==> config.mk <==
export PLATFORM = sky130hd
export DESIGN_NAME = priority_ready_queue_aging_unit
export DESIGN_NICKNAME = d
export VERILOG_FILES = /design/src/praq_pkg.sv /design/src/praq_cell.sv /design/src/praq_chain.sv /design/src/priority_ready_queue_aging_unit.sv
export SDC_FILE = /design/constraint.sdc
export NUM_CORES = 1
export LEC_CHECK = 0
export CORE_MARGIN = 5
export CORE_UTILIZATION = 30
export DETAILED_ROUTE_END_ITERATION = 16
export DONT_BUFFER_PORTS = 1
export PLACE_DENSITY_LB_ADDON = 0.15
export SLEW_MARGIN = 0
export SYNTH_ARGS = -nofsm -noshare
export SYNTH_HDL_FRONTEND = slang
export SYNTH_SLANG_ARGS = --single-unit
export TNS_END_PERCENT = 20
==> constraint.sdc <==
create_clock -name clk -period 11.8 [get_ports clk]
set_input_delay 0.59 -clock clk [delete_from_list [all_inputs] [get_ports clk]]
set_output_delay 0.59 -clock clk [all_outputs]
set_load 0.005 [all_outputs]
==> src/praq_pkg.sv <==
// shared constants, types and codes of the priority ready queue
`default_nettype none
package praq_pkg;

  localparam int QUEUE_DEPTH = 16;
  localparam int ID_BITS     = 8;
  localparam int PRIO_W      = 6;
  localparam int SLICE_W     = 4;
  localparam int CNT_W       = $clog2(QUEUE_DEPTH + 1);
  localparam int CFG_W       = 6;

  localparam logic [SLICE_W-1:0] SLICE_MAX         = 4'd15;
  localparam logic [SLICE_W-1:0] SLICE_LIMIT_RESET = 4'd4;
  localparam logic [PRIO_W-1:0]  TOP_PRIO_RESET    = 6'd63;
  localparam logic [CNT_W-1:0]   FULL_COUNT        = CNT_W'(QUEUE_DEPTH);

  typedef enum logic [1:0] {
    OP_INSERT = 2'd0,
    OP_POP    = 2'd1,
    OP_TICK   = 2'd2,
    OP_REPRIO = 2'd3
  } op_e;

  typedef enum logic [1:0] {
    ST_OK       = 2'd0,
    ST_EMPTY    = 2'd1,
    ST_FULL     = 2'd2,
    ST_NOTFOUND = 2'd3
  } status_e;

  typedef enum logic [1:0] {
    CFG_AGING_ENABLE = 2'd0,
    CFG_SLICE_LIMIT  = 2'd1,
    CFG_TOP_PRIORITY = 2'd2
  } cfg_idx_e;

  // what every cell of the chain does with the broadcast command
  typedef enum logic [1:0] {
    CELL_HOLD   = 2'd0,
    CELL_INSERT = 2'd1,
    CELL_REMOVE = 2'd2,
    CELL_AGE    = 2'd3
  } cell_op_e;

  typedef enum logic {
    CTL_IDLE     = 1'b0,
    CTL_REINSERT = 1'b1
  } ctl_state_e;

  typedef struct packed {
    logic [ID_BITS-1:0] id;
    logic [PRIO_W-1:0]  prio;
  } entry_t;

  // flags handed from a cell to its right neighbor
  typedef struct packed {
    logic ge;
    logic hit;
  } link_t;

  // command broadcast to all cells
  typedef struct packed {
    cell_op_e          op;
    entry_t            key;
    logic [PRIO_W-1:0] top;
  } cmd_t;

endpackage
`default_nettype wire

==> src/praq_cell.sv <==
// one queue slot: holds an entry and trades it with its neighbors
`default_nettype none
module praq_cell (
  input  wire logic            clk,
  input  wire praq_pkg::cmd_t  cmd,
  input  wire logic            valid,
  input  wire praq_pkg::entry_t left_ent,
  input  wire praq_pkg::link_t  left_link,
  input  wire praq_pkg::entry_t right_ent,
  output praq_pkg::entry_t     ent,
  output praq_pkg::link_t      link_out
);
  import praq_pkg::*;

  entry_t ent_next;

  // flags seen by the right neighbor
  always_comb begin
    link_out.ge  = valid && (ent.prio >= cmd.key.prio);
    link_out.hit = left_link.hit || (valid && (ent.id == cmd.key.id));
  end

  // slot update
  always_comb begin
    ent_next = ent;
    case (cmd.op)
      CELL_INSERT: begin
        if (!link_out.ge) begin
          ent_next = left_link.ge ? cmd.key : left_ent;
        end
      end
      CELL_REMOVE: begin
        if (link_out.hit) begin
          ent_next = right_ent;
        end
      end
      CELL_AGE: begin
        if (valid && (ent.prio < cmd.top)) begin
          ent_next.prio = ent.prio + PRIO_W'(1);
        end
      end
      default: begin
        ent_next = ent;
      end
    endcase
  end

  always_ff @(posedge clk) begin
    ent <= ent_next;
  end

endmodule
`default_nettype wire

==> src/praq_chain.sv <==
// row of queue slots kept in descending priority order
`default_nettype none
module praq_chain (
  input  wire logic                     clk,
  input  wire praq_pkg::cmd_t           cmd,
  input  wire logic                     seed_hit,
  input  wire logic [praq_pkg::CNT_W-1:0] count,
  output praq_pkg::entry_t              head,
  output logic                          found
);
  import praq_pkg::*;

  entry_t ent   [QUEUE_DEPTH];
  link_t  links [QUEUE_DEPTH+1];

  // head of the chain: insert lands at slot 0 unless passed, pop removes slot 0
  assign links[0] = {1'b1, seed_hit};

  for (genvar i = 0; i < QUEUE_DEPTH; i++) begin : g_cell
    entry_t left_e;
    entry_t right_e;

    if (i == 0) begin : g_first
      assign left_e = cmd.key;
    end else begin : g_mid
      assign left_e = ent[i-1];
    end

    if (i == QUEUE_DEPTH - 1) begin : g_last
      assign right_e = '0;
    end else begin : g_inner
      assign right_e = ent[i+1];
    end

    praq_cell u_cell (
      .clk       (clk),
      .cmd       (cmd),
      .valid     (count > CNT_W'(i)),
      .left_ent  (left_e),
      .left_link (links[i]),
      .right_ent (right_e),
      .ent       (ent[i]),
      .link_out  (links[i+1])
    );
  end

  assign head  = ent[0];
  assign found = links[QUEUE_DEPTH].hit;

endmodule
`default_nettype wire

==> src/priority_ready_queue_aging_unit.sv <==
// top level of the priority ready queue with aging and time slice
//
//  channel  | handshake          | payload
//  ---------+--------------------+---------------------------------------------
//  command  | start / busy       | op, task_id, prio
//  result   | done (one cycle)   | status, out_id, out_prio, head_valid,
//           |                    | head_prio, yield_req, fill
//  config   | cfg_valid/cfg_ready| cfg_index, cfg_data
//
// for insert, pop and tick the result beat comes in the cycle after the command is taken.
// reprioritize of a found id makes a remove pass along the cell chain, then an insert
// pass in the reinsert state with busy high; if the id is absent, only the remove pass.
// rst clears entry count, slice count and control state, and loads the config reset values.
// the receiver cannot stall; config ready is always high.
`default_nettype none
module priority_ready_queue_aging_unit (
  input  wire logic       clk,
  input  wire logic       rst,
  input  wire logic       start,
  output logic            busy,
  input  wire logic [1:0] op,
  input  wire logic [7:0] task_id,
  input  wire logic [5:0] prio,
  output logic            done,
  output logic [1:0]      status,
  output logic [7:0]      out_id,
  output logic [5:0]      out_prio,
  output logic            head_valid,
  output logic [5:0]      head_prio,
  output logic            yield_req,
  output logic [4:0]      fill,
  input  wire logic       cfg_valid,
  output logic            cfg_ready,
  input  wire logic [1:0] cfg_index,
  input  wire logic [praq_pkg::CFG_W-1:0] cfg_data
);
  import praq_pkg::*;

  ctl_state_e         state;
  ctl_state_e         state_next;
  logic [CNT_W-1:0]   count;
  logic [SLICE_W-1:0] slice_count;
  logic               aging_enable;
  logic [SLICE_W-1:0] slice_limit;
  logic [PRIO_W-1:0]  top_priority;
  entry_t             key;
  entry_t             in_ent;
  entry_t             head;
  cmd_t               cmd;
  logic               seed_hit;
  logic               found;
  logic               accept;
  op_e                op_in;

  assign op_in     = op_e'(op);
  assign accept    = start && !busy;
  assign cfg_ready = 1'b1;

  always_comb begin
    in_ent.id   = ID_BITS'(task_id);
    in_ent.prio = prio;
  end

  praq_chain u_chain (
    .clk      (clk),
    .cmd      (cmd),
    .seed_hit (seed_hit),
    .count    (count),
    .head     (head),
    .found    (found)
  );

  // next state
  always_comb begin
    state_next = state;
    case (state)
      CTL_IDLE: begin
        if (accept && (op_in == OP_REPRIO) && found) begin
          state_next = CTL_REINSERT;
        end
      end
      CTL_REINSERT: begin
        state_next = CTL_IDLE;
      end
      default: begin
        state_next = CTL_IDLE;
      end
    endcase
  end

  // chain command and busy
  always_comb begin
    busy     = 1'b0;
    seed_hit = 1'b0;
    cmd.op   = CELL_HOLD;
    cmd.key  = in_ent;
    cmd.top  = top_priority;
    case (state)
      CTL_IDLE: begin
        if (start) begin
          case (op_in)
            OP_INSERT: begin
              if (count != FULL_COUNT) begin
                cmd.op = CELL_INSERT;
              end
            end
            OP_POP: begin
              cmd.op   = CELL_REMOVE;
              seed_hit = 1'b1;
            end
            OP_TICK: begin
              if (aging_enable) begin
                cmd.op = CELL_AGE;
              end
            end
            OP_REPRIO: begin
              cmd.op = CELL_REMOVE;
            end
            default: begin
              cmd.op = CELL_HOLD;
            end
          endcase
        end
      end
      CTL_REINSERT: begin
        busy    = 1'b1;
        cmd.op  = CELL_INSERT;
        cmd.key = key;
      end
      default: begin
        busy = 1'b0;
      end
    endcase
  end

  // control registers
  always_ff @(posedge clk) begin
    if (rst) begin
      state        <= CTL_IDLE;
      count        <= '0;
      slice_count  <= '0;
      done         <= 1'b0;
      aging_enable <= 1'b0;
      slice_limit  <= SLICE_LIMIT_RESET;
      top_priority <= TOP_PRIO_RESET;
    end else begin
      state <= state_next;
      done  <= 1'b0;
      if (cfg_valid && cfg_ready) begin
        case (cfg_idx_e'(cfg_index))
          CFG_AGING_ENABLE: aging_enable <= cfg_data[0];
          CFG_SLICE_LIMIT:  slice_limit  <= cfg_data[SLICE_W-1:0];
          CFG_TOP_PRIORITY: top_priority <= cfg_data[PRIO_W-1:0];
          default: begin
          end
        endcase
      end
      if (state == CTL_REINSERT) begin
        count <= count + CNT_W'(1);
        done  <= 1'b1;
      end else if (accept) begin
        case (op_in)
          OP_INSERT: begin
            if (count != FULL_COUNT) begin
              count <= count + CNT_W'(1);
            end
            done <= 1'b1;
          end
          OP_POP: begin
            if (count != '0) begin
              count <= count - CNT_W'(1);
            end
            slice_count <= '0;
            done        <= 1'b1;
          end
          OP_TICK: begin
            if (slice_count < SLICE_MAX) begin
              slice_count <= slice_count + SLICE_W'(1);
            end
            done <= 1'b1;
          end
          OP_REPRIO: begin
            if (found) begin
              count <= count - CNT_W'(1);
            end else begin
              done <= 1'b1;
            end
          end
          default: begin
            done <= 1'b0;
          end
        endcase
      end
    end
  end

  // result payload and held reprioritize key
  always_ff @(posedge clk) begin
    if (state == CTL_REINSERT) begin
      status   <= ST_OK;
      out_id   <= '0;
      out_prio <= '0;
    end else if (accept) begin
      status   <= ST_OK;
      out_id   <= '0;
      out_prio <= '0;
      key      <= in_ent;
      case (op_in)
        OP_INSERT: begin
          if (count == FULL_COUNT) begin
            status <= ST_FULL;
          end
        end
        OP_POP: begin
          if (count == '0) begin
            status <= ST_EMPTY;
          end else begin
            out_id   <= 8'(head.id);
            out_prio <= head.prio;
          end
        end
        OP_REPRIO: begin
          if (!found) begin
            status <= ST_NOTFOUND;
          end
        end
        default: begin
          status <= ST_OK;
        end
      endcase
    end
  end

  // queue summary seen with each result beat
  assign head_valid = (count != '0);
  assign head_prio  = head_valid ? head.prio : '0;
  assign yield_req  = (slice_count >= slice_limit);
  assign fill       = 5'(count);

`ifndef ASSERT_OFF
  a_reinsert_single: assert property (@(posedge clk) disable iff (rst)
    busy |-> !$past(busy))
    else $error("reinsert pass lasted more than one cycle");

  a_fill_bound: assert property (@(posedge clk) disable iff (rst)
    count <= FULL_COUNT)
    else $error("entry count beyond queue depth");

  a_full_means_full: assert property (@(posedge clk) disable iff (rst)
    (done && (status == ST_FULL)) |-> (count == FULL_COUNT))
    else $error("drop reported while queue had room");

  a_empty_means_empty: assert property (@(posedge clk) disable iff (rst)
    (done && (status == ST_EMPTY)) |-> !head_valid)
    else $error("empty pop reported with entries queued");

  a_reinsert_after_remove: assert property (@(posedge clk) disable iff (rst)
    busy |-> ($past(count) == count + CNT_W'(1)))
    else $error("reinsert not preceded by a removal");
`endif

endmodule
`default_nettype wire

==> impl.org, run 1 <==
** Clocking
- TritonCTS Buffers :: 38
- Clock latency on the worst-skew pair, taken at its later pin, is 0.57 ns.
- The tree built by TritonCTS fans out to 276 sinks.
- Buffers inserted to repair hold after CTS numbered 0.
- TritonCTS built the clock tree.
- Clock transition at the register clock pins on the worst setup and hold paths after CTS :: 0.06 ns
- No sink is reached through more buffers than the 3 on the longest clock path.
- Post-cts resize count :: 0
- In this run the number of H-tree levels came out at 2.
- The root buffer cell chosen for the clock tree is sky130_fd_sc_hd__clkbuf_16.
- In this run the post-CTS setup repair buffer count came out at 0.

** Global route
- Number of antenna violations at the first check in global routing :: 1
- The first global-routing pass estimated 107,000 um of wire.
- GRT Resource Usage Total :: 0.184
- The number of global-route vias before repair came to 16,300.
- Summed over all layers, the global routing overflow is 0.
- Entering global routing, the biggest net connects 100 pins.

** Synthesis
- Largest family of logic cells by synthesized area :: compound AO/OA/AOI/OAI gates
- Mapped Area :: 0.0211 mm^2
- Post-Synth XOR/XNOR Area :: 0.0813
- Of the total synthesized cell area, the portion taken by full adders, half adders and majority gates is 0.125.
- Most instantiated flip-flop cell in the synthesis netlist :: sky130_fd_sc_hd__edfxtp_1
- Seq cells post-synth :: 276
- Of the synthesized area, sequential elements account for 0.375.
- Net count of the mapped netlist :: 2,337
- Cells after Synth :: 2,098
- Post-synth cell types :: 68
- Post-synthesis share of cell area spent on and, or, nand and nor gates :: 0.105
- Asr flop ratio synth :: 0
- Ys Warns :: 0
- Synthesized area per cell :: 10.1 um^2
- Number of enable flip-flop cells after synthesis :: 238
- Of the post-synthesis cell area, the part taken by muxes is 0.119.
- The post-synthesis compound-gate area fraction is 0.161.

** Route
- Met1 Wirelength :: 32,900 um
- After detailed routing, the met2 layer carries 35,000 um of wire.
- Routed via count :: 16,100
- Using the TritonRoute via totals, the vias-per-cell ratio works out to 5.33.
- The first detailed-routing pass took 5 iterations.
- Uppermost layer routed :: met4
- Routed Antenna Nets :: 0
- In the final routed layout, each cell accounts on average for 23.8 um.
- For this block, the routed nets add up to 71,700 um of wire.
- Summed over all nets, wire length on met3 after detailed routing comes to 2270 um.
- In the routed design, unresolved DRC markers number 0.
- Drt first-iter violations :: 1,034

** Setup path
- Data arrives at the worst endpoint at 5.08 ns.
- Worst path slowest cell :: sky130_fd_sc_hd__a211oi_1
- Broken down by cell family, the worst path's largest delay share belongs to simple AND/OR/NAND/NOR gates.
- The critical path crosses 10 cells after its start point.
- Sort of element at the end of the critical path :: register
- Depth of the worst register-to-register path :: 10
- Required time reported for the critical path endpoint :: 11.98 ns
- The worst setup path is launched from a register.
- Crit path buffers/inverters :: 1
- Of all nets on the critical path, the largest fanout is 35.
- Traced cell by cell, the critical path runs through buf_4, mux2_2, xnor2_1, nand4_1, or4_1, and4_1, and3b_1, nor2b_4, and2_4, a211oi_1.
- Critical path class :: reg2reg
- For this run, the slowest stage of the critical path takes 0.99 ns.

** Cells and area
- Leaving out fill and tap cells, the most frequent cell in the layout is sky130_fd_sc_hd__edfxtp_1.
- Number of nets in the final layout :: 2,285
- Number of filler instances in the final layout :: 7,209
- The number of antenna diodes in the final layout is 0.
- Most frequent cells in the layout :: sky130_fd_sc_hd__edfxtp_1 (238), sky130_fd_sc_hd__o21ai_0 (224), sky130_fd_sc_hd__ha_1 (209)
- The area growth from synthesis to layout is 10.2%.
- Share of layout cells above drive strength 1 :: 0.0713
- Area occupied by multi-input gates :: 0.0125 mm^2
- The sequential cells in the finished layout cover a total of 0.00791 mm^2.

** Placement
- Number of buffer cells added on primary ports :: 0
- The HPWL after detailed placement is 50,100 um.
- Final RePlAce weighted congestion :: 0.825

** Die
- Y dimension of the die :: 275 um
- The initial utilization of the core area, before any placement, comes to 0.302.
- 60 I/O pins were placed.
- After floorplanning, the core was divided into 97 placement rows.
- After floorplanning, the core was sized to cover 0.0699 mm^2.
- The die covers 0.0758 mm^2.
- The die is 275 um wide.

** Hold path
- Worst hold path stage count :: 1
- The path class of the tightest hold or removal check is in2reg.

** STA
- In this run the tightest slew margin relative to its limit is 0.165.
- Setup repair after global routing left no endpoint under its margin.
- For the pin with the worst max-slew slack, the measured transition is 1.24 ns.
- Setup total negative slack on the finished layout was measured at 0 ns.
- The max-slew violation count was 0.
- Final period demand of the worst path :: 4.90 ns
- Final setup violating endpoints :: 0
- Hold Violations, Final :: 0
- Max Clock Freq :: 0.204 GHz
- Of the available clock period, the critical path in the final layout requires 0.416.
- Clock skew on the completed layout was measured at 0.0206 ns.

** Power and ir drop
- Of the total power, the share spent switching nets is 0.319.
- Of the total power, registers draw 0.428.
- For this design the total switching power over the nets is 0.999 mW.
- Total internal power :: 2.13 mW
- The worst-case IR drop observed on VDD is 0.0815 mV.
- For this design the ratio of total power to cell area is 135 mW/mm^2.
- Clk pwr share :: 0.361
- The share of total power dissipated in combinational logic is 0.211.
- Overall power consumption after layout is estimated at 3.13 mW.
- For this design the static power due to leakage is 8.31 nW.

** Job
- Max-capacitance violation count :: 0

** Run status
- Status :: finished, final reports clean
final cells by class:
cell class	count	share of cell area
Clock buffer	54	0.0479
Tap cell	940	0.0505
Clock inverter	15	0.00387
Inverter	51	0.00823
Sequential cell	276	0.340
Timing Repair Buffer	32	0.0103
Multi-Input combinational cell	1647	0.539
routing by layer:
metal | up-vias | GRT usage
li1 | 7655 | -
met1 | 8006 | 0.246
met2 | 307 | 0.320
met3 | 98 | 0.0204
met4 | 0 | 0.0464
met5 | - | 0
metrics by stage:
step           instance area, um^2  setup WS [ns]  utilization  cells  hold WS [ns]
6_report                     23300           6.90        0.333   3015        0.0880
5_1_grt                      23300           6.59        0.333   3015        0.0612
4_1_cts                      23300           6.81        0.333   3015        0.0504
3_5_place_dp                 22100           6.83        0.316   2946         0.503
3_3_place_gp                 22100           6.96        0.316   2946         0.486
2_1_floorplan                21100           6.99            -   2098         0.459
synthesized netlist by cell type, types with 3 or more instances:
cell type,n,share of area
sky130_fd_sc_hd__nor3_1,20,0.0047
sky130_fd_sc_hd__inv_1,50,0.0089
sky130_fd_sc_hd__mux2i_4,7,0.0075
sky130_fd_sc_hd__o21a_1,8,0.0028
sky130_fd_sc_hd__edfxtp_1,238,0.34
sky130_fd_sc_hd__o21bai_1,4,0.0014
sky130_fd_sc_hd__mux2_2,19,0.010
sky130_fd_sc_hd__mux2i_1,207,0.098
sky130_fd_sc_hd__or3_1,3,0.00089
sky130_fd_sc_hd__xor2_1,21,0.0087
sky130_fd_sc_hd__nor2b_1,36,0.011
sky130_fd_sc_hd__buf_6,3,0.0016
sky130_fd_sc_hd__o21ai_0,224,0.053
sky130_fd_sc_hd__nand2b_1,43,0.013
sky130_fd_sc_hd__or4_1,5,0.0018
sky130_fd_sc_hd__nand4_1,20,0.0059
sky130_fd_sc_hd__ha_1,211,0.13
sky130_fd_sc_hd__a21oi_1,67,0.016
sky130_fd_sc_hd__a21o_1,69,0.025
sky130_fd_sc_hd__nand3b_1,4,0.0014
sky130_fd_sc_hd__dfxtp_1,38,0.036
sky130_fd_sc_hd__nor2_1,89,0.016
sky130_fd_sc_hd__and3_1,10,0.0030
sky130_fd_sc_hd__nor4_1,9,0.0027
sky130_fd_sc_hd__nand3_1,45,0.011
sky130_fd_sc_hd__and2_1,8,0.0024
sky130_fd_sc_hd__buf_1,6,0.0011
sky130_fd_sc_hd__a22oi_1,71,0.025
sky130_fd_sc_hd__a22o_1,6,0.0025
sky130_fd_sc_hd__xnor2_1,175,0.073
sky130_fd_sc_hd__nand2_1,163,0.029
sky130_fd_sc_hd__clkbuf_1,109,0.019
sky130_fd_sc_hd__a21boi_0,17,0.0060
sky130_fd_sc_hd__o22ai_1,6,0.0018
sky130_fd_sc_hd__a211oi_1,19,0.0068
sky130_fd_sc_hd__a221oi_2,4,0.0028
sky130_fd_sc_hd__buf_2,4,0.00095
sky130_fd_sc_hd__o221ai_1,18,0.0075
sky130_fd_sc_hd__mux2_4,3,0.0021
sky130_fd_sc_hd__a211o_1,3,0.0012
sky130_fd_sc_hd__a31oi_1,5,0.0015
registers in the layout, summed over array words and instances, names as in the netlist:
signal and flops:
u_chain.g_cell.u_cell.ent 224, key 14, out_id 8, out_prio 6, top_priority 6, fill 5
slice_count 4, slice_limit 4, status 2, aging_enable 1, done 1, state 1
power groups by stage:
| stage | Sequential [mW] | Combinational (mW) | Clock, mW |
|---|---|---|---|
| floorplan | 1.29 | 0.494 | 0 |
| global placement | 1.36 | 0.647 | 0 |
| detailed placement | 1.36 | 0.659 | 0 |
| CTS | 1.34 | 0.662 | 1.16 |
| global route | 1.35 | 0.733 | 1.20 |
| finish | 1.34 | 0.661 | 1.13 |
worst register-to-register path, stage by stage, from the launching register on:
cell	delay [ns]
sky130_fd_sc_hd__dfxtp_2	0.43
sky130_fd_sc_hd__buf_4	0.54
sky130_fd_sc_hd__mux2_2	0.86
sky130_fd_sc_hd__xnor2_1	0.21
sky130_fd_sc_hd__nand4_1	0.12
sky130_fd_sc_hd__or4_1	0.49
sky130_fd_sc_hd__and4_1	0.25
sky130_fd_sc_hd__and3b_1	0.27
sky130_fd_sc_hd__nor2b_4	0.16
sky130_fd_sc_hd__and2_4	0.22
sky130_fd_sc_hd__a211oi_1	0.99
path summary, 6_finish.rpt:
kind / start / to / slack, ns
min: rst / fill[3] / 0.09
max: state / u_chain.g_cell[11].u_cell.ent[9] / 6.90
min reg2reg: status[0] / status[0] / 0.51
max reg2reg: state / u_chain.g_cell[11].u_cell.ent[9] / 6.90
logic make-up after synthesis:
| logic type | after synthesis |
|---|---|
| adder cells (fa/ha/maj) | 211 |
| multiplexers | 238 |
| AO/OA/AOI/OAI | 538 |
| flip-flops | 276 |
| other | 1 |
| buffers and inverters | 175 |
| XOR/XNOR | 196 |
| AND/OR/NAND/NOR | 463 |
Power figures use the tool's default switching activity.
==> inputs of run 2 (changes only) <==
==> constraint.sdc (replaced) <==
create_clock -name clk -period 4.2 [get_ports clk]
set_input_delay 0.21 -clock clk [delete_from_list [all_inputs] [get_ports clk]]
set_output_delay 0.21 -clock clk [all_outputs]
set_load 0.005 [all_outputs]
==> impl.org, run 2 (synthesis gave the netlist of run 1 again) <==
** Run status
- Status :: finished, final reports clean

** Setup path
- For the worst setup path, the data arrival time is 4.23 ns.
- Critical register-to-register path startpoint :: state
- Critical Path Start Type :: register
- STA classifies the critical path endpoint as a register.
- In this run the critical register-to-register path is captured at u_chain.g_cell[13].u_cell.ent[12].
- CP max stage delay :: 0.69 ns
- By startpoint and endpoint, the worst setup path is classified as reg2reg.
- Maximum net fanout on the critical path :: 17
- Slack of the worst reg-to-reg path :: 0.15 ns
- Among all stages on the critical path, the largest delay is contributed by sky130_fd_sc_hd__a221oi_2.
- Data on the critical path is required at its endpoint by 4.38 ns.
- Walking the worst path, the cells encountered are buf_12, mux2_1, buf_4, xnor2_1, nand3_1, or4_1, and4_1, and3b_1, nor2b_4, and2_4, a221oi_2.
- Depth of the worst register-to-register path :: 11

** Cells and area
- Largest register by flop count :: u_chain.g_cell.u_cell.ent
- Leading cell type in the layout, fill and taps excluded :: sky130_fd_sc_hd__edfxtp_1
- For this run, the share of the core covered by cells in the final layout is 0.345.
- For this run, the post-layout net count is 2,383.
- The register with the most flip-flops in the layout has 224 of them.
- Layout Cell Area excl Fill :: 0.0241 mm^2
- Most frequent cells in the layout :: sky130_fd_sc_hd__edfxtp_1 (238), sky130_fd_sc_hd__o21ai_0 (224), sky130_fd_sc_hd__ha_1 (209)
- Compared with the post-synthesis result, the final layout area differs by 14.4%.
- Share of layout cells above drive strength 1 :: 0.108
- Antenna diode instance count :: 0
- Biggest registers after layout :: u_chain.g_cell.u_cell.ent (224), key (14), out_id (8)

** Placement
- During placement, the flow inserted port buffers numbering 0.
- Detailed placement ended at an HPWL of 52,700 um.
- Once placement finished, the instance area stood at 0.0227 mm^2.
- Routability-driven placement finished with a final weighted congestion of 0.819.
- Prior to clock tree synthesis, the placed netlist has a worst setup slack of 0.184 ns.

** Clocking
- Max Buffers Root-to-Sink :: 3
- TritonCTS Buffers :: 36
- Total clock sinks :: 276
- The H-tree generated during clock tree synthesis spans 2 levels.
- Clock transition at the register clock pins on the worst setup and hold paths after CTS :: 0.06 ns
- The later pin in the worst-skew pair is clocked with a latency of 0.56 ns.
- CTS root buf :: sky130_fd_sc_hd__clkbuf_16
- TritonCTS built the clock tree.

** STA
- Max Clock Freq :: 0.247 GHz
- Worst slew slack as a fraction of its limit :: 0.268
- Setup violations remaining at the end of the flow were counted as 0.
- Final worst path period share :: 0.965
- Setup repair after global routing left no endpoint under its margin.
- Worst-Margin Slew :: 1.10 ns
- The max-slew violation count was 0.
- Between clock sinks in the finished design, the worst skew comes to 0.0210 ns.
- Final period demand of the worst path :: 4.05 ns
- Smallest setup slack after layout :: 0.147 ns
- Setup TNS :: 0 ns
- The number of hold-slack violations in the final timing report is 0.

** Die
- Core region area :: 0.0699 mm^2
- Row generation in the floorplan step produced 97 rows.
- For this design the top-level I/O count stands at 60.
- The die covers 0.0758 mm^2.
- Y dimension of the die :: 275 um
- The initial utilization of the core area, before any placement, comes to 0.302.
- The die is 275 um wide.

** Hold path
- Class of the most critical hold timing path :: in2reg
- Worst min-delay path startpoint :: start
- Hold path endpoint :: fill[4]
- Counting instances, the worst hold path has a depth of 4.

** Route
- Using the TritonRoute via totals, the vias-per-cell ratio works out to 5.31.
- For this run, the detailed router's first-pass iteration total came to 5.
- After detailed routing, the average wire length per cell comes to 23.2 um.
- For this run, design rule violations remaining after detail routing come to 0.
- The detailed router finished its first iteration with 1,233 violations.
- Across all layers, the routed design uses 16,500 vias.
- Routed Antenna Nets :: 0
- Wires add up to 72,100 um.

** Job
- Max-cap violations in this run came to 0.

** Global route
- The first global-routing pass estimated 109,000 um of wire.
- For this run, the total global-route usage over all layers was measured as 0.187.
- Maximum number of pins on one net before global-route repair :: 124
- Number of antenna violations at the first check in global routing :: 2
- Vias in the first global route :: 16,700
- For this run the aggregate overflow at the end of global routing stands at 0.

** Power and ir drop
- For this design the ratio of total power to cell area is 369 mW/mm^2.
- Power Total :: 8.91 mW
- Standby leakage power :: 8.79 nW
- Worst ir drop on vdd :: 0.239 mV
-- run 2: worst max-delay path, delay by kind of cell (launching register included) --
kind | cells | cell delay (ns)
buffers and inverters | 2 | 0.44
and+or+nand+nor | 6 | 1.42
xor gates and xnor gates | 1 | 0.14
muxes | 1 | 0.51
DFF | 1 | 0.44
AOI/OAI and AO/OA | 1 | 0.69
-- run 2: final cells by class --
type	instances	area, um^2
Fill cell	7179	45800
Multi-Input combinational cell	1647	12600
Sequential cell	276	7910
Tap cell	940	1180
Timing Repair Buffer	132	1100
Clock buffer	48	1040
Inverter	51	191
Clock inverter	16	141
-- run 2: timing repair --
| action | in CTS | in global routing |
|---|---|---|
| hold buffers | 23 | 0 |
| buffers inserted | 0 | 0 |
| hold endpoints to repair | 52 | 0 |
| gates resized for setup | 0 | 1 |
| setup endpoints to repair | 0 | 6 |
-- run 2: per-layer routing --
metal | routed length [um] | global-route usage | vias to the layer above
li1 | - | - | 7849
met1 | 35000 | 0.270 | 8184
met2 | 32000 | 0.295 | 391
met3 | 3460 | 0.0285 | 90
met4 | 1620 | 0.0452 | 0
met5 | 0 | 0 | -
-- run 2: worst max path at each step --
stage	slack, ns	cells after the start	to	startpoint
6_report	0.15	11	u_chain.g_cell[13].u_cell.ent[12]	state
5_1_grt	0.004	11	u_chain.g_cell[13].u_cell.ent[6]	state
4_1_cts	0.15	11	u_chain.g_cell[14].u_cell.ent[1]	state
3_5_place_dp	0.18	11	u_chain.g_cell[12].u_cell.ent[9]	state
3_3_place_gp	0.27	11	u_chain.g_cell[12].u_cell.ent[11]	state
2_1_floorplan	-0.06	16	u_chain.g_cell[10].u_cell.ent[10]	state
-- run 2: power breakdown --
group          total [mW]  switching, mW  internal, mW  leakage [nW]
Sequential           3.74          0.382          3.36          2.55
Combinational        1.99           1.13         0.856          5.66
Clock                3.18           1.32          1.87         0.582
Total                8.91           2.83          6.09          8.79
-- run 2: through the flow --
step           instances  hold WS (ns)
3_5_place_dp        3023         0.287
2_1_floorplan       2098         0.309
4_1_cts             3110        0.0105
5_1_grt             3110        0.0524
3_3_place_gp        3023         0.286
6_report            3110        0.0566
==> inputs of run 3 (changes only) <==
--- a/config.mk
+++ b/config.mk
@@ -5,6 +5,7 @@
 export SDC_FILE = /design/constraint.sdc
 export NUM_CORES = 1
 export LEC_CHECK = 0
+export ABC_AREA = 1
 export CORE_MARGIN = 5
 export CORE_UTILIZATION = 30
 export DETAILED_ROUTE_END_ITERATION = 16
==> impl.org, run 3 <==
** Run status
- The run finished with clean final reports.

** STA
- Between clock sinks in the finished design, the worst skew comes to 0.0113 ns.
- The number of hold-slack violations in the final timing report came to 0.
- Final period demand of the worst path :: 3.93 ns
- Setup TNS :: 0 ns
- The max-slew violation count came to 0.
- In this run the tightest slew margin relative to its limit is 0.311.
- Dividing the final minimum period by the clock period gives 0.935.
- Max Clock Freq :: 0.255 GHz
- Setup violations remaining at the end of the flow were counted as 0.
- After layout, the worst setup slack is 0.272 ns.
- Worst-Margin Slew :: 1.03 ns
- Unrepaired setup endpoints after global routing :: false

** Cells and area
- Leading cell type in the layout, fill and taps excluded :: sky130_fd_sc_hd__nand2_1
- From synthesis to final layout, the design area changed by 15.6%.
- The layout has 7,420 filler cells.
- Largest register by flop count :: u_chain.g_cell.u_cell.ent
- Antenna diode instance count :: 0
- Most frequent cells in the layout :: sky130_fd_sc_hd__nand2_1 (392), sky130_fd_sc_hd__o21ai_0 (362), sky130_fd_sc_hd__inv_1 (329)
- At the end of the flow the core is filled with cells to 0.348.
- Final Instance Count excl. Fillers :: 3,673
- The largest registers in the layout are u_chain.g_cell.u_cell.ent (224), key (14), out_id (8).
- Max FFs per register :: 224
- Share of layout cells above drive strength 1 :: 0.0911
- Number of nets in the final layout :: 2,933

** Global route
- For this run the aggregate overflow at the end of global routing stands at 0.
- The number of antenna violations at the first check in global routing came to 1.
- Maximum number of pins on one net before global-route repair :: 62
- GRT Resource Usage Total :: 0.201
- The first global-routing pass estimated 122,000 um of wire.
- The number of global-route vias before repair came to 19,600.

** Die
- Y dimension of the die :: 277 um
- The initialized floorplan defines 98 standard-cell rows.
- Die width :: 277 um
- Die area :: 0.0768 mm^2
- Number of placed I/O pins :: 60
- The floorplan step defined a core boundary enclosing 0.0711 mm^2.
- Starting density of the core :: 0.301

** Route
- Number of remaining DRC errors :: 0
- Total iterations of the first detailed-routing run :: 7
- Across all layers, the routed design uses 19,800 vias.
- Using the TritonRoute via totals, the vias-per-cell ratio works out to 5.39.
- The routed design has 80,400 um of wire.
- The count of nets left with antenna violations once routing finished came out at 0.
- In the final routed layout, each cell accounts on average for 21.9 um.
- The detailed router finished its first iteration with 1,478 violations.

** Clocking
- The clock net in this run drives a total of 276 sinks.
- The number of clock buffers added by TritonCTS is 38.
- The H-tree was split into 2 levels.
- Worst skew pair latency :: 0.56 ns
- CTS placed an instance of sky130_fd_sc_hd__clkbuf_16 at the clock tree root.
- No sink is reached through more buffers than the 3 on the longest clock path.
- CTS tree :: done
- Post-CTS setup-driven buffer insertion count :: 0
- Clock transition at the register clock pins on the worst setup and hold paths after CTS :: 0.06 ns

** Hold path
- Worst hold path stage count :: 3
- The path class of the tightest hold or removal check is in2reg.

** Placement
- Worst Setup Slack post-DPL :: -0.0293 ns
- Buffers placed on the I/O ports in this run total 0.
- Once placement completed, the tool counted placed cells totaling 3,574.
- Routability-driven placement finished with a final weighted congestion of 0.874.
- After legalization and detailed placement, the total HPWL measured 59,800 um.

** Synthesis
- Ranking of synthesized cells by area :: sky130_fd_sc_hd__edfxtp_1 (33%), sky130_fd_sc_hd__ha_1 (12%), sky130_fd_sc_hd__o21ai_0 (8.5%)
- Of all flip-flops after synthesis, the portion carrying an async set or reset was 0.
- Number of enable flip-flop cells after synthesis :: 238
- Synthesized area per cell :: 8.17 um^2
- Ys Warns :: 0
- Most used standard cells in the synthesized netlist :: sky130_fd_sc_hd__nand2_1 (394), sky130_fd_sc_hd__o21ai_0 (364), sky130_fd_sc_hd__inv_1 (330)
- Of the post-synthesis cell area, the dominant cell type holds 0.334.
- Among all flip-flop cells after synthesis, the most frequent one is sky130_fd_sc_hd__edfxtp_1.
- Cell accounting for the most synthesized area :: sky130_fd_sc_hd__edfxtp_1
- The synthesized netlist occupies a cell area of 0.0214 mm^2.
- Cells after Synth :: 2,622
- The number of nets in the synthesized netlist is 2,861.
- Fraction of the yosys area taken by sequential cells :: 0.369
- After synthesis, the netlist uses 55 different library cells.
- Leading cell type by number of instances after synthesis :: sky130_fd_sc_hd__nand2_1
- Seq cells post-synth :: 276

** Setup path
- The cell family contributing the most delay on the critical path is compound AO/OA/AOI/OAI gates.
- Required time reported for the critical path endpoint :: 4.47 ns
- By startpoint and endpoint, the worst setup path is classified as reg2reg.
- Worst path slowest cell :: sky130_fd_sc_hd__dfxtp_2
- The worst setup path is captured at a register.
- Cell-by-cell listing of the critical path :: inv_6, or2_2, o21ai_0, inv_1, buf_4, ha_1, inv_1, a21boi_0, o21a_1, o21a_1, o21a_1, o21ai_0, nand2_1, nand2_1, o21ai_0, a211oi_1, buf_4
- STA classifies the critical path startpoint as a register.
- Crit path buffers/inverters :: 5
- Data arrives at the worst endpoint at 4.20 ns.
- On the worst path, the slowest cell contributes a delay of 0.43 ns.
- In this run the worst path has a maximum fanout of 13.
- Counting buffers and inverters, the worst setup path is 17 cells deep.
- The worst register-to-register path has a depth of 17.

** Power and ir drop
- Summing internal, switching and leakage power gives 9.54 mW.
- Power per unit of standard cell area :: 385 mW/mm^2
- Worst ir drop on vdd :: 0.267 mV
- Standby leakage power :: 10.4 nW

** Job
- Max-capacitance violation count :: 0
==> run 3: report_power, final <==
part / internal [mW] / switching (mW)
Clock: 1.93 / 1.34
Combinational: 0.913 / 1.65
Sequential: 3.41 / 0.289
==> run 3: worst reg2reg max path, stage by stage (launching register included) <==
cell	delay (ns)
sky130_fd_sc_hd__dfxtp_2	0.43
sky130_fd_sc_hd__inv_6	0.04
sky130_fd_sc_hd__or2_2	0.26
sky130_fd_sc_hd__o21ai_0	0.14
sky130_fd_sc_hd__inv_1	0.25
sky130_fd_sc_hd__buf_4	0.27
sky130_fd_sc_hd__ha_1	0.29
sky130_fd_sc_hd__inv_1	0.05
sky130_fd_sc_hd__a21boi_0	0.08
sky130_fd_sc_hd__o21a_1	0.18
sky130_fd_sc_hd__o21a_1	0.16
sky130_fd_sc_hd__o21a_1	0.16
sky130_fd_sc_hd__o21ai_0	0.14
sky130_fd_sc_hd__nand2_1	0.07
sky130_fd_sc_hd__nand2_1	0.34
sky130_fd_sc_hd__o21ai_0	0.32
sky130_fd_sc_hd__a211oi_1	0.25
sky130_fd_sc_hd__buf_4	0.20
==> run 3: path summary, 6_finish.rpt <==
check                                    start                               to  slack [ns]
worst min-delay path                     start                        status[0]        0.04
worst max register to register           state  u_chain.g_cell[6].u_cell.ent[0]        0.27
worst max-delay path                     state  u_chain.g_cell[6].u_cell.ent[0]        0.27
worst min register to register  slice_limit[3]                   slice_limit[3]        0.47
==> run 3: per-stage QoR <==
stage	hold WS, ns	area, um^2
after floorplan	0.279	21400
after global placement	0.289	23200
after detailed placement	0.287	23200
after CTS	0.00429	24700
after global routing	0.0477	24800
final	0.0377	24800
==> run 3: timing repair <==
item | in CTS | in global routing
gates cloned | 0 | 0
hold endpoints to repair | 28 | 6
resized for setup | 1 | 6
endpoints found under the setup margin | 6 | 31
hold buffers | 29 | 1
==> run 3: cell type report <==
type                       count  area [um^2]  share of cell area
multi-input combinational   1872        11700               0.474
sequential                   276         7910               0.319
timing repair buffer         168         1400              0.0565
inverter                     338         1280              0.0516
tap                          950         1190              0.0480
clock buffer                  55         1130              0.0455
clock inverter                14          116             0.00470
==> run 3: metal layers <==
metal | global-route usage | up-vias | part of all wire
met5 | 0 | - | 0.00016
met4 | 0.0766 | 2 | 0.042
met2 | 0.331 | 641 | 0.45
met3 | 0.0303 | 158 | 0.057
met1 | 0.269 | 9529 | 0.45
li1 | - | 9462 | -
==> run 3: cell families after synthesis <==
family / synth area share
AOI/OAI and AO/OA: 0.247
and+or+nand+nor: 0.140
buffers and inverters: 0.0872
DFF: 0.369
adders and majority gates: 0.123
xor gates and xnor gates: 0.0331
muxes: 0.000935
other: 0.000175
